## src/rtl/sprite_frame_sequencer_defines.svh

```systemverilog
// Assertion macros shared by the sprite frame sequencer RTL.
`ifndef SPRITE_FRAME_SEQUENCER_DEFINES_SVH
`define SPRITE_FRAME_SEQUENCER_DEFINES_SVH

// Same-cycle implication, checked outside reset.
`define SFS_ASSERT_NOW(lbl, ante, cons, msg) \
  lbl: assert property (@(posedge clk_i) disable iff (!rst_ni) (ante) |-> (cons)) \
    else $error(msg);

// Next-cycle implication, checked outside reset.
`define SFS_ASSERT_NEXT(lbl, ante, cons, msg) \
  lbl: assert property (@(posedge clk_i) disable iff (!rst_ni) (ante) |=> (cons)) \
    else $error(msg);

`endif

```

## src/rtl/sfs_pkg.sv

```systemverilog
// Package of widths, codes and divider interface types for the sprite frame sequencer.
package sfs_pkg;

  localparam int PeriodW     = 16;
  localparam int ModeW       = 3;
  localparam int OriginW     = 4;
  localparam int ColsW       = 7;
  localparam int CountW      = 11;
  localparam int SizeW       = 13;
  localparam int PosW        = 10;
  localparam int RectXW      = 18;
  localparam int RectYW      = 22;
  localparam int OriginHalfW = 14;
  localparam int ElapsedW    = 32;
  localparam int DeltaW      = 16;
  localparam int CfgIndexW   = 3;
  localparam int CfgDataW    = 16;
  localparam int ProdW       = PosW + SizeW;

  localparam int DivW          = 33;
  localparam int DivisorW      = 16;
  localparam int DivLongSteps  = 33;
  localparam int DivShortSteps = 12;
  localparam int DivCntW       = $clog2(DivLongSteps + 1);

  localparam int MaxFramesDef  = 1024;
  localparam int MaxColumnsDef = 64;

  typedef enum logic [CfgIndexW-1:0] {
    REG_PERIOD,
    REG_PLAY_MODE,
    REG_ORIGIN_MODE,
    REG_COLUMNS,
    REG_COUNT,
    REG_WIDTH,
    REG_HEIGHT,
    REG_ENABLE
  } cfg_reg_e;

  localparam logic [ModeW-1:0] MODE_LOOP_FWD  = 3'd0;
  localparam logic [ModeW-1:0] MODE_LOOP_BACK = 3'd1;
  localparam logic [ModeW-1:0] MODE_ONCE_FWD  = 3'd2;
  localparam logic [ModeW-1:0] MODE_ONCE_BACK = 3'd3;

  localparam logic OP_TICK = 1'b0;
  localparam logic OP_PLAY = 1'b1;

  localparam logic [PeriodW-1:0] RST_PERIOD  = 16'd100;
  localparam logic [ModeW-1:0]   RST_MODE    = MODE_LOOP_FWD;
  localparam logic [OriginW-1:0] RST_ORIGIN  = 4'd0;
  localparam logic [ColsW-1:0]   RST_COLUMNS = 7'd1;
  localparam logic [CountW-1:0]  RST_COUNT   = 11'd1;
  localparam logic [SizeW-1:0]   RST_WIDTH   = 13'd16;
  localparam logic [SizeW-1:0]   RST_HEIGHT  = 13'd16;
  localparam logic               RST_ENABLE  = 1'b1;

  typedef struct packed {
    logic                start;
    logic                short_op;
    logic [DivW-1:0]     dividend;
    logic [DivisorW-1:0] divisor;
  } div_req_t;

  typedef struct packed {
    logic                done;
    logic [DivW-1:0]     quo;
    logic [DivisorW-1:0] rem;
  } div_rsp_t;

endpackage

```

## src/rtl/sfs_div.sv

```systemverilog
// Radix-2 restoring divider, one quotient bit per cycle, long or short operand.
module sfs_div (
  input  logic             clk_i,
  input  logic             rst_ni,
  input  sfs_pkg::div_req_t req_i,
  output sfs_pkg::div_rsp_t rsp_o
);
  import sfs_pkg::*;

  logic [DivW-1:0]     quo_q, quo_d;
  logic [DivisorW-1:0] rem_q, rem_d;
  logic [DivisorW-1:0] dvs_q, dvs_d;
  logic [DivCntW-1:0]  cnt_q, cnt_d;
  logic                done_q, done_d;
  logic [DivisorW:0]   trial;
  logic [DivisorW:0]   diff;
  logic                fits;

  assign trial = {rem_q, quo_q[DivW-1]};
  assign fits  = trial >= {1'b0, dvs_q};
  assign diff  = trial - {1'b0, dvs_q};

  always_comb begin
    quo_d  = quo_q;
    rem_d  = rem_q;
    dvs_d  = dvs_q;
    cnt_d  = cnt_q;
    done_d = 1'b0;
    if (req_i.start) begin
      // short operands sit at the top so only the short step count is needed
      quo_d = req_i.short_op ? (req_i.dividend << (DivW - DivShortSteps)) : req_i.dividend;
      rem_d = '0;
      dvs_d = req_i.divisor;
      cnt_d = req_i.short_op ? DivCntW'(DivShortSteps) : DivCntW'(DivLongSteps);
    end else if (cnt_q != '0) begin
      quo_d  = {quo_q[DivW-2:0], fits};
      rem_d  = fits ? diff[DivisorW-1:0] : trial[DivisorW-1:0];
      cnt_d  = cnt_q - DivCntW'(1);
      done_d = (cnt_q == DivCntW'(1));
    end
  end

  always_ff @(posedge clk_i or negedge rst_ni) begin
    if (!rst_ni) begin
      quo_q  <= '0;
      rem_q  <= '0;
      dvs_q  <= '0;
      cnt_q  <= '0;
      done_q <= 1'b0;
    end else begin
      quo_q  <= quo_d;
      rem_q  <= rem_d;
      dvs_q  <= dvs_d;
      cnt_q  <= cnt_d;
      done_q <= done_d;
    end
  end

  assign rsp_o.done = done_q;
  assign rsp_o.quo  = quo_q;
  assign rsp_o.rem  = rem_q;

endmodule

```

## src/rtl/sprite_frame_sequencer.sv

```systemverilog
// Sprite-sheet frame sequencer top level: config, sequencer, shared divider and multiplier.
//
//  channel  | handshake               | payload
//  ---------+-------------------------+------------------------------------------
//  cfg      | cfg_valid_i/cfg_ready_o | cfg_index_i, cfg_data_i
//  in       | in_valid_i/in_stall_o   | operation_i, delta_ms_i, hold_i
//  out      | out_valid_o/out_stall_i | frame_index_o, rect_*_o, origin_*_o, playing_o
//
// One item at a time through a shared restoring divider (33 or 12 steps) and one multiplier.
// Without a frame advance only the row/column split uses the divider; an advance first divides
// elapsed by period; loop forward and loop back wrap add modulo passes before the row/column split.
// Async active-low reset; config regs take their defaults, state clears.
// A stalled result is held in the output register while the next beat may be accepted.
`include "sprite_frame_sequencer_defines.svh"

module sprite_frame_sequencer #(
  parameter int MAX_FRAMES  = sfs_pkg::MaxFramesDef,
  parameter int MAX_COLUMNS = sfs_pkg::MaxColumnsDef
) (
  input  logic                             clk_i,
  input  logic                             rst_ni,
  input  logic                             cfg_valid_i,
  output logic                             cfg_ready_o,
  input  logic [sfs_pkg::CfgIndexW-1:0]    cfg_index_i,
  input  logic [sfs_pkg::CfgDataW-1:0]     cfg_data_i,
  input  logic                             in_valid_i,
  output logic                             in_stall_o,
  input  logic                             operation_i,
  input  logic [sfs_pkg::DeltaW-1:0]       delta_ms_i,
  input  logic                             hold_i,
  output logic                             out_valid_o,
  input  logic                             out_stall_i,
  output logic [sfs_pkg::PosW-1:0]         frame_index_o,
  output logic [sfs_pkg::RectXW-1:0]       rect_x_o,
  output logic [sfs_pkg::RectYW-1:0]       rect_y_o,
  output logic [sfs_pkg::OriginHalfW-1:0]  origin_x_halves_o,
  output logic [sfs_pkg::OriginHalfW-1:0]  origin_y_halves_o,
  output logic                             playing_o
);
  import sfs_pkg::*;

  localparam logic [CountW-1:0] FramesCap =
    (MAX_FRAMES > 2047) ? {CountW{1'b1}} : CountW'(MAX_FRAMES);
  localparam logic [ColsW-1:0] ColsCap =
    (MAX_COLUMNS > 127) ? {ColsW{1'b1}} : ColsW'(MAX_COLUMNS);

  typedef enum logic [3:0] {
    ST_IDLE,
    ST_DIV_K,
    ST_DIV_P,
    ST_DIV_KM,
    ST_DIV_W,
    ST_SPLIT,
    ST_DIV_S,
    ST_MUL_X,
    ST_MUL_Y,
    ST_OUT
  } state_e;

  // configuration registers
  logic [PeriodW-1:0] frame_period_q;
  logic [ModeW-1:0]   play_mode_q;
  logic [OriginW-1:0] origin_mode_q;
  logic [ColsW-1:0]   sheet_columns_q;
  logic [CountW-1:0]  frame_count_q;
  logic [SizeW-1:0]   frame_width_q;
  logic [SizeW-1:0]   frame_height_q;
  logic               enable_q;

  state_e                 state_q, state_d;
  logic [ElapsedW-1:0]    elapsed_q, elapsed_d;
  logic [PosW-1:0]        pos_q, pos_d;
  logic                   running_q, running_d;
  logic [ColsW-1:0]       col_q, col_d;
  logic [PosW-1:0]        row_q, row_d;
  logic [ProdW-1:0]       prod_q, prod_d;
  logic [RectXW-1:0]      x_q, x_d;
  logic                   out_valid_q, out_valid_d;
  logic [PosW-1:0]        frame_index_q, frame_index_d;
  logic [RectXW-1:0]      rect_x_q, rect_x_d;
  logic [RectYW-1:0]      rect_y_q, rect_y_d;
  logic [OriginHalfW-1:0] ox_q, ox_d;
  logic [OriginHalfW-1:0] oy_q, oy_d;
  logic                   playing_q, playing_d;

  div_req_t div_req;
  div_rsp_t div_rsp;

  logic                   in_accept;
  logic                   out_free;
  logic                   div_wait;
  logic [ElapsedW:0]      sum;
  logic [ElapsedW-1:0]    sat;
  logic [PeriodW-1:0]     period_eff;
  logic                   adv_due;
  logic                   adv_mode;
  logic                   back_mode;
  logic [CountW-1:0]      n_eff;
  logic [CountW-1:0]      n_m1;
  logic [ColsW-1:0]       cols_eff;
  logic [DivW-1:0]        fwd_sum;
  logic                   fwd_over;
  logic [PosW-1:0]        back_diff;
  logic                   back_out;
  logic [CountW:0]        wrap_sum;
  logic [PosW-1:0]        mul_a;
  logic [SizeW-1:0]       mul_b;
  logic [ProdW-1:0]       mul_p;
  logic [1:0]             org_col;
  logic [1:0]             org_row;
  logic [OriginHalfW-1:0] ox_val;
  logic [OriginHalfW-1:0] oy_val;

  sfs_div u_div (
    .clk_i  (clk_i),
    .rst_ni (rst_ni),
    .req_i  (div_req),
    .rsp_o  (div_rsp)
  );

  assign cfg_ready_o = (state_q == ST_IDLE);
  assign in_stall_o  = (state_q != ST_IDLE);
  assign in_accept   = in_valid_i && !in_stall_o;
  assign out_free    = !out_valid_q || !out_stall_i;
  assign div_wait    = (state_q == ST_DIV_K) || (state_q == ST_DIV_P) ||
                       (state_q == ST_DIV_KM) || (state_q == ST_DIV_W) ||
                       (state_q == ST_DIV_S);

  always_ff @(posedge clk_i or negedge rst_ni) begin
    if (!rst_ni) begin
      frame_period_q  <= RST_PERIOD;
      play_mode_q     <= RST_MODE;
      origin_mode_q   <= RST_ORIGIN;
      sheet_columns_q <= RST_COLUMNS;
      frame_count_q   <= RST_COUNT;
      frame_width_q   <= RST_WIDTH;
      frame_height_q  <= RST_HEIGHT;
      enable_q        <= RST_ENABLE;
    end else if (cfg_valid_i && cfg_ready_o) begin
      unique case (cfg_reg_e'(cfg_index_i))
        REG_PERIOD:      frame_period_q  <= cfg_data_i[PeriodW-1:0];
        REG_PLAY_MODE:   play_mode_q     <= cfg_data_i[ModeW-1:0];
        REG_ORIGIN_MODE: origin_mode_q   <= cfg_data_i[OriginW-1:0];
        REG_COLUMNS:     sheet_columns_q <= cfg_data_i[ColsW-1:0];
        REG_COUNT:       frame_count_q   <= cfg_data_i[CountW-1:0];
        REG_WIDTH:       frame_width_q   <= cfg_data_i[SizeW-1:0];
        REG_HEIGHT:      frame_height_q  <= cfg_data_i[SizeW-1:0];
        REG_ENABLE:      enable_q        <= cfg_data_i[0];
        default:         enable_q        <= enable_q;
      endcase
    end
  end

  // effective settings
  assign period_eff = (frame_period_q == '0) ? PeriodW'(1) : frame_period_q;
  assign n_eff      = (frame_count_q == '0) ? CountW'(1) :
                      (frame_count_q > FramesCap) ? FramesCap : frame_count_q;
  assign n_m1       = n_eff - CountW'(1);
  assign cols_eff   = (sheet_columns_q == '0) ? ColsW'(1) :
                      (sheet_columns_q > ColsCap) ? ColsCap : sheet_columns_q;
  assign adv_mode   = (play_mode_q == MODE_LOOP_FWD) || (play_mode_q == MODE_LOOP_BACK) ||
                      (play_mode_q == MODE_ONCE_FWD) || (play_mode_q == MODE_ONCE_BACK);
  assign back_mode  = (play_mode_q == MODE_LOOP_BACK) || (play_mode_q == MODE_ONCE_BACK);

  // saturating time accumulation
  assign sum     = {1'b0, elapsed_q} + {{(ElapsedW + 1 - DeltaW){1'b0}}, delta_ms_i};
  assign sat     = sum[ElapsedW] ? {ElapsedW{1'b1}} : sum[ElapsedW-1:0];
  assign adv_due = !hold_i && (sat >= {{(ElapsedW - PeriodW){1'b0}}, period_eff});

  // advance arithmetic on the frame step count from the divider
  assign fwd_sum   = {{(DivW - PosW){1'b0}}, pos_q} + div_rsp.quo;
  assign fwd_over  = fwd_sum >= {{(DivW - CountW){1'b0}}, n_eff};
  assign back_diff = pos_q - div_rsp.quo[PosW-1:0];
  assign back_out  = (div_rsp.quo > {{(DivW - PosW){1'b0}}, pos_q}) ||
                     ({{(CountW - PosW){1'b0}}, back_diff} >= n_eff);
  assign wrap_sum  = {{(CountW + 1 - PosW){1'b0}}, pos_q} + {1'b0, n_eff}
                   - {1'b0, div_rsp.rem[CountW-1:0]};

  // shared multiplier, operands picked by state
  assign mul_a = (state_q == ST_MUL_X) ? {{(PosW - ColsW){1'b0}}, col_q} : row_q;
  assign mul_b = (state_q == ST_MUL_X) ? frame_width_q : frame_height_q;
  assign mul_p = mul_a * mul_b;

  // anchor: for modes 0 to 8 column is mode mod 3, row is mode div 3; other modes use column 0, row 0
  always_comb begin
    org_col = 2'd0;
    org_row = 2'd0;
    unique case (origin_mode_q)
      4'd0: begin org_col = 2'd0; org_row = 2'd0; end
      4'd1: begin org_col = 2'd1; org_row = 2'd0; end
      4'd2: begin org_col = 2'd2; org_row = 2'd0; end
      4'd3: begin org_col = 2'd0; org_row = 2'd1; end
      4'd4: begin org_col = 2'd1; org_row = 2'd1; end
      4'd5: begin org_col = 2'd2; org_row = 2'd1; end
      4'd6: begin org_col = 2'd0; org_row = 2'd2; end
      4'd7: begin org_col = 2'd1; org_row = 2'd2; end
      4'd8: begin org_col = 2'd2; org_row = 2'd2; end
      default: begin org_col = 2'd0; org_row = 2'd0; end
    endcase
  end

  assign ox_val = (org_col == 2'd2) ? {frame_width_q, 1'b0} :
                  (org_col == 2'd1) ? {1'b0, frame_width_q} : '0;
  assign oy_val = (org_row == 2'd2) ? {frame_height_q, 1'b0} :
                  (org_row == 2'd1) ? {1'b0, frame_height_q} : '0;

  always_comb begin
    state_d       = state_q;
    elapsed_d     = elapsed_q;
    pos_d         = pos_q;
    running_d     = running_q;
    col_d         = col_q;
    row_d         = row_q;
    prod_d        = prod_q;
    x_d           = x_q;
    frame_index_d = frame_index_q;
    rect_x_d      = rect_x_q;
    rect_y_d      = rect_y_q;
    ox_d          = ox_q;
    oy_d          = oy_q;
    playing_d     = playing_q;
    out_valid_d   = out_valid_q && out_stall_i;
    div_req       = '0;

    unique case (state_q)
      ST_IDLE: begin
        if (in_accept) begin
          state_d = ST_SPLIT;
          if (enable_q) begin
            if (operation_i == OP_PLAY) begin
              running_d = 1'b1;
              elapsed_d = '0;
              pos_d     = back_mode ? n_m1[PosW-1:0] : '0;
            end else if (adv_due) begin
              elapsed_d = '0;
              if (running_q && adv_mode) begin
                div_req.start    = 1'b1;
                div_req.dividend = {1'b0, sat};
                div_req.divisor  = period_eff;
                state_d          = ST_DIV_K;
              end
            end else begin
              elapsed_d = sat;
            end
          end
        end
      end

      ST_DIV_K: begin
        if (div_rsp.done) begin
          state_d = ST_SPLIT;
          unique case (play_mode_q)
            MODE_LOOP_FWD: begin
              div_req.start    = 1'b1;
              div_req.dividend = fwd_sum;
              div_req.divisor  = {{(DivisorW - CountW){1'b0}}, n_eff};
              state_d          = ST_DIV_P;
            end
            MODE_ONCE_FWD: begin
              if (fwd_over) begin
                pos_d     = n_m1[PosW-1:0];
                running_d = 1'b0;
              end else begin
                pos_d = fwd_sum[PosW-1:0];
              end
            end
            MODE_LOOP_BACK: begin
              if (back_out) begin
                div_req.start    = 1'b1;
                div_req.dividend = div_rsp.quo;
                div_req.divisor  = {{(DivisorW - CountW){1'b0}}, n_eff};
                state_d          = ST_DIV_KM;
              end else begin
                pos_d = back_diff;
              end
            end
            MODE_ONCE_BACK: begin
              if (back_out) begin
                pos_d     = '0;
                running_d = 1'b0;
              end else begin
                pos_d = back_diff;
              end
            end
            default: pos_d = pos_q;
          endcase
        end
      end

      ST_DIV_P: begin
        if (div_rsp.done) begin
          pos_d   = div_rsp.rem[PosW-1:0];
          state_d = ST_SPLIT;
        end
      end

      ST_DIV_KM: begin
        if (div_rsp.done) begin
          div_req.start    = 1'b1;
          div_req.short_op = 1'b1;
          div_req.dividend = {{(DivW - CountW - 1){1'b0}}, wrap_sum};
          div_req.divisor  = {{(DivisorW - CountW){1'b0}}, n_eff};
          state_d          = ST_DIV_W;
        end
      end

      ST_DIV_W: begin
        if (div_rsp.done) begin
          pos_d   = div_rsp.rem[PosW-1:0];
          state_d = ST_SPLIT;
        end
      end

      ST_SPLIT: begin
        div_req.start    = 1'b1;
        div_req.short_op = 1'b1;
        div_req.dividend = {{(DivW - PosW){1'b0}}, pos_q};
        div_req.divisor  = {{(DivisorW - ColsW){1'b0}}, cols_eff};
        state_d          = ST_DIV_S;
      end

      ST_DIV_S: begin
        if (div_rsp.done) begin
          col_d   = div_rsp.rem[ColsW-1:0];
          row_d   = div_rsp.quo[PosW-1:0];
          state_d = ST_MUL_X;
        end
      end

      ST_MUL_X: begin
        prod_d  = mul_p;
        state_d = ST_MUL_Y;
      end

      ST_MUL_Y: begin
        x_d     = prod_q[RectXW-1:0];
        prod_d  = mul_p;
        state_d = ST_OUT;
      end

      ST_OUT: begin
        if (out_free) begin
          frame_index_d = pos_q;
          rect_x_d      = x_q;
          rect_y_d      = prod_q[RectYW-1:0];
          ox_d          = ox_val;
          oy_d          = oy_val;
          playing_d     = running_q;
          out_valid_d   = 1'b1;
          state_d       = ST_IDLE;
        end
      end

      default: state_d = ST_IDLE;
    endcase
  end

  always_ff @(posedge clk_i or negedge rst_ni) begin
    if (!rst_ni) begin
      state_q       <= ST_IDLE;
      elapsed_q     <= '0;
      pos_q         <= '0;
      running_q     <= 1'b0;
      col_q         <= '0;
      row_q         <= '0;
      prod_q        <= '0;
      x_q           <= '0;
      out_valid_q   <= 1'b0;
      frame_index_q <= '0;
      rect_x_q      <= '0;
      rect_y_q      <= '0;
      ox_q          <= '0;
      oy_q          <= '0;
      playing_q     <= 1'b0;
    end else begin
      state_q       <= state_d;
      elapsed_q     <= elapsed_d;
      pos_q         <= pos_d;
      running_q     <= running_d;
      col_q         <= col_d;
      row_q         <= row_d;
      prod_q        <= prod_d;
      x_q           <= x_d;
      out_valid_q   <= out_valid_d;
      frame_index_q <= frame_index_d;
      rect_x_q      <= rect_x_d;
      rect_y_q      <= rect_y_d;
      ox_q          <= ox_d;
      oy_q          <= oy_d;
      playing_q     <= playing_d;
    end
  end

  assign out_valid_o       = out_valid_q;
  assign frame_index_o     = frame_index_q;
  assign rect_x_o          = rect_x_q;
  assign rect_y_o          = rect_y_q;
  assign origin_x_halves_o = ox_q;
  assign origin_y_halves_o = oy_q;
  assign playing_o         = playing_q;

  `SFS_ASSERT_NOW(a_div_done_waited, div_rsp.done, div_wait, "divider result with no state waiting")
  `SFS_ASSERT_NEXT(a_play_restarts, in_accept && enable_q && operation_i == OP_PLAY, running_q && elapsed_q == '0, "play beat did not restart the animation")
  `SFS_ASSERT_NOW(a_new_result_from_out, out_valid_o && !$past(out_valid_o), $past(state_q == ST_OUT), "result appeared outside the output step")

endmodule
```

## config.mk

```make
export PLATFORM = sky130hd
export DESIGN_NAME = sprite_frame_sequencer
export DESIGN_NICKNAME = d
export VERILOG_FILES = /design/src/rtl/sfs_pkg.sv /design/src/rtl/sfs_div.sv /design/src/rtl/sprite_frame_sequencer.sv
export VERILOG_INCLUDE_DIRS = /design/src /design/src/rtl
export SDC_FILE = /design/constraint.sdc
export NUM_CORES = 1
export LEC_CHECK = 0
export ABC_AREA = 1
export BUFFER_PORTS_ARGS = -buffer_cell sky130_fd_sc_hd__buf_2
export CAP_MARGIN = 5
export CORE_MARGIN = 2
export CORE_UTILIZATION = 52
export CTS_CLUSTER_SIZE = 8
export DETAILED_ROUTE_END_ITERATION = 7
export GPL_TIMING_DRIVEN = 0
export HOLD_SLACK_MARGIN = 0.06
export PLACE_DENSITY = 0.79
export SLEW_MARGIN = 20
export SYNTH_ARGS = -nofsm -noshare
export SYNTH_HDL_FRONTEND = slang
export SYNTH_SLANG_ARGS = --single-unit
```

## constraint.sdc

```tcl
create_clock -name clk_i -period 10.81 [get_ports clk_i]
set_clock_uncertainty 0.2 [all_clocks]
set_input_delay 1.6215 -clock clk_i [delete_from_list [all_inputs] [get_ports clk_i]]
set_output_delay 1.6215 -clock clk_i [all_outputs]
set_load 0.01 [all_outputs]
```

==> impl_metrics.toml <==
[outcome]
outcome = "finished, final reports clean"

[synthesis]
yosysTopAreaCell = "dfrtp_1"
ys_seq_elements = 324
synth_edf_count = 0
synth_cells = 3542
syn_nets = 3857
synthArstFlopShare = 1.00
yosysMostFrequentCell = "nand2_1"
netlist_top_cells_area = "dfrtp_1, nand2_1, ha_1, inv_1, fa_1"
synth_ff_type = "dfrtp_1"
syn_area_um2 = 25500
seq_area_frac_synth = 0.318
synthDistinctLibCells = 59
yosysWarnings = 0
ys_top_cells_by_count = "nand2_1, inv_1, nor2_1"
avgSynthCellArea_um2 = 7.20
yosys.area.top_type_share = 0.310

[global_route]
grt_start_max_net_pins = 99
grt_pass1_vias = 23000
antenna_found_initial = 3
grtUsageTotal = 0.318
grt_pass1_wl_um = 125000
grt_overflow = 0

[placed_design]
portBuffers = 123
place_area_um2 = 27000
hpwl_um = 64500
place_congestion = 1.03

[worst_setup_path]
critical-path-top-delay-family = "adder cells"
worstSetupEndpointType = "flip-flop"
crit_slowest_cell = "o21ai_0"
crit_type = "reg2reg"
startpoint_type = "flip-flop"
reg2reg_depth = 32
critical_path_buf_inv_count = 7
path_max_fanout = 10
r2r_start = "state_q[2]$_DFFE_PN0P_"
ff2ff_setup_slack_ns = 3.05
cpMostUsedCell = "nand2_1"
crit_required_ns = 11.11
crit_arrival_ns = 8.06
slowest_delay_ns = 0.82
timing.rr.end = "prod_q[21]$_DFFE_PN0P_"

[timing]
maxSlewViolCount = 0
hold_viol = 0
finalCritPeriodShare = 0.718
rsz0062_at_grt = "false"
max_freq_mhz = 129
worstMarginPinSlew_ns = 1.10
finalSetupTns_ns = 0
min_period_ns = 7.76
slew_headroom = 0.262
setup_viol = 0

[final_layout]
drive_gt1_frac = 0.0783
fin_area_um2 = 28300
fill_cells = 4467
fin_nets = 4032
multi_input_area_um2 = 14800
areaGrowthSynthToFinish_pct = 11.1
seqCellArea_um2 = 8120

[clock_tree]
cts_tree = "done"
cts_buffers = 47
insertion_delay_ns = 0.58
hold_buffers = 0
cts_resized = 0
clock-root-buffer = "clkbuf_16"
path_clk_slew_ns = 0.05
clockBufferDepth = 3
clock_sinks = 324
post_cts_buffers = 0
cts.htree.levels = 2

[die]
io_pins = 124
start_util = 0.524
die_area_um2 = 50800
rows = 81
dieWidth_um = 225
core_um2 = 48600
die_h_um = 225

[drt]
drc = 0
wirelength_um = 80800
ant_nets = 0
vias_per_cell = 5.65
vias = 24700
dr.pass1.iters = 6
dr.first_iter.drc_count = 2569
avgRoutedWirePerCell_um = 18.5

[power]
vdd_drop_max_v = 0.000257
leakagePower_uw = 0.0149
p_per_area_nw_per_um2 = 326

[min_path]
worstHoldEndpoint = "rect_x_o[4]$_DFFE_PN0P_"
worst_hold_startpoint = "rect_x_o[4]$_DFFE_PN0P_"
hold_depth = 2
hp-class = "reg2reg"

[run]
max_cap_violations = 0
[registers in the layout (all words and copies together), names as in the netlist, 16 cells and up]
name / cells
u_div.dvs_q: 16
x_q: 18
rect_x_o: 18
u_div.rem_q: 16
elapsed_q: 32
rect_y_o: 22
u_div.quo_q: 33
frame_period_q: 16
prod_q: 22
[where the power goes]
part / internal, µW / switching [µW] / total [µW]
sequential: 1680 / 476 / 2150
clock: 818 / 553 / 1370
combinational: 1900 / 3810 / 5710
total: 4400 / 4840 / 9230
[worst max-delay path by stage]
stage / start / end / depth (start not counted)
after floorplan: state_q[3]$_DFFE_PN0P_ / prod_q[21]$_DFFE_PN0P_ / 32
after global placement: rst_ni / prod_q[4]$_DFFE_PN0P_ / 1
after detailed placement: state_q[3]$_DFFE_PN0P_ / prod_q[21]$_DFFE_PN0P_ / 32
after CTS: state_q[3]$_DFFE_PN0P_ / prod_q[21]$_DFFE_PN0P_ / 32
after global routing: state_q[3]$_DFFE_PN0P_ / prod_q[16]$_DFFE_PN0P_ / 31
final: state_q[2]$_DFFE_PN0P_ / prod_q[21]$_DFFE_PN0P_ / 32
[layout by cell type (no fill, tap or decap), drive strengths merged, types with 4 or more instances in the layout]
| master | synthesis | routed |
|---|---|---|
| o211ai | 11 | 11 |
| ha | 174 | 174 |
| xnor2 | 12 | 12 |
| o221ai | 4 | 4 |
| a31oi | 5 | 5 |
| o21a | 5 | 5 |
| nor3 | 24 | 24 |
| dfstp | 8 | 8 |
| nor4 | 25 | 25 |
| clkbuf | 75 | 143 |
| a21oi | 127 | 127 |
| nand3b | 5 | 5 |
| o22ai | 52 | 52 |
| o21ai | 292 | 292 |
| xor2 | 64 | 64 |
| inv | 548 | 548 |
| nand2 | 1025 | 1025 |
| o21bai | 6 | 6 |
| clkinv | 6 | 10 |
| a221oi | 7 | 7 |
| nor2 | 335 | 335 |
| buf | 28 | 154 |
| dfrtp | 316 | 316 |
| fa | 99 | 99 |
| or2 | 15 | 15 |
| a21o | 7 | 7 |
| nand3 | 170 | 170 |
| o2111ai | 4 | 4 |
| a22oi | 6 | 6 |
| nand4 | 70 | 70 |
[stage by stage]
step,power [µW],util,hold WS [ns],std cells,setup slack (ns)
after global routing,9990,0.582,0.284,4364,2.51
final,9230,0.582,0.264,4365,3.05
after detailed placement,7670,0.555,0.255,4290,3.13
after floorplan,5970,-,0.249,3542,4.65
after global placement,7570,0.553,0.249,4287,1.57
after CTS,9090,0.582,0.267,4363,3.13
[cells by family (layout without fill, tap and decap cells)]
group	count (synthesis)	count (layout)	share of synthesized area
and+or+nand+nor	1672	1672	0.274
DFF	324	324	0.318
adders and majority gates	273	273	0.163
other	0	2	0
AOI/OAI and AO/OA	538	538	0.118
xor gates and xnor gates	76	76	0.0261
muxes	2	2	0.000834
buffers and inverters	657	856	0.0996
[tightest hold or removal path: cells and delay by family (launching register included)]
kind / cells / cell delay [ns]
AND/OR/NAND/NOR: 2 / 0.10
flip-flops: 1 / 0.33
[layer usage]
layer | up-vias | GRT usage | wire length (µm)
met1 | 11700 | 0.434 | 33600
li1 | 11700 | - | -
met5 | - | 0 | 16
met2 | 1107 | 0.486 | 35400
met3 | 217 | 0.0611 | 7460
met4 | 4 | 0.159 | 4360
[final cells by class]
| cell class | count | area share |
|---|---|---|
| antenna | 2 | 0.000177 |
| multi-input combinational | 2561 | 0.524 |
| clock inverter | 5 | 0.00256 |
| tap | 622 | 0.0275 |
| buffer | 103 | 0.0162 |
| timing repair buffer | 126 | 0.0250 |
| clock buffer | 68 | 0.0443 |
| sequential | 324 | 0.287 |
| inverter | 554 | 0.0735 |
Note: power is estimated with default switching activity, not from simulation.
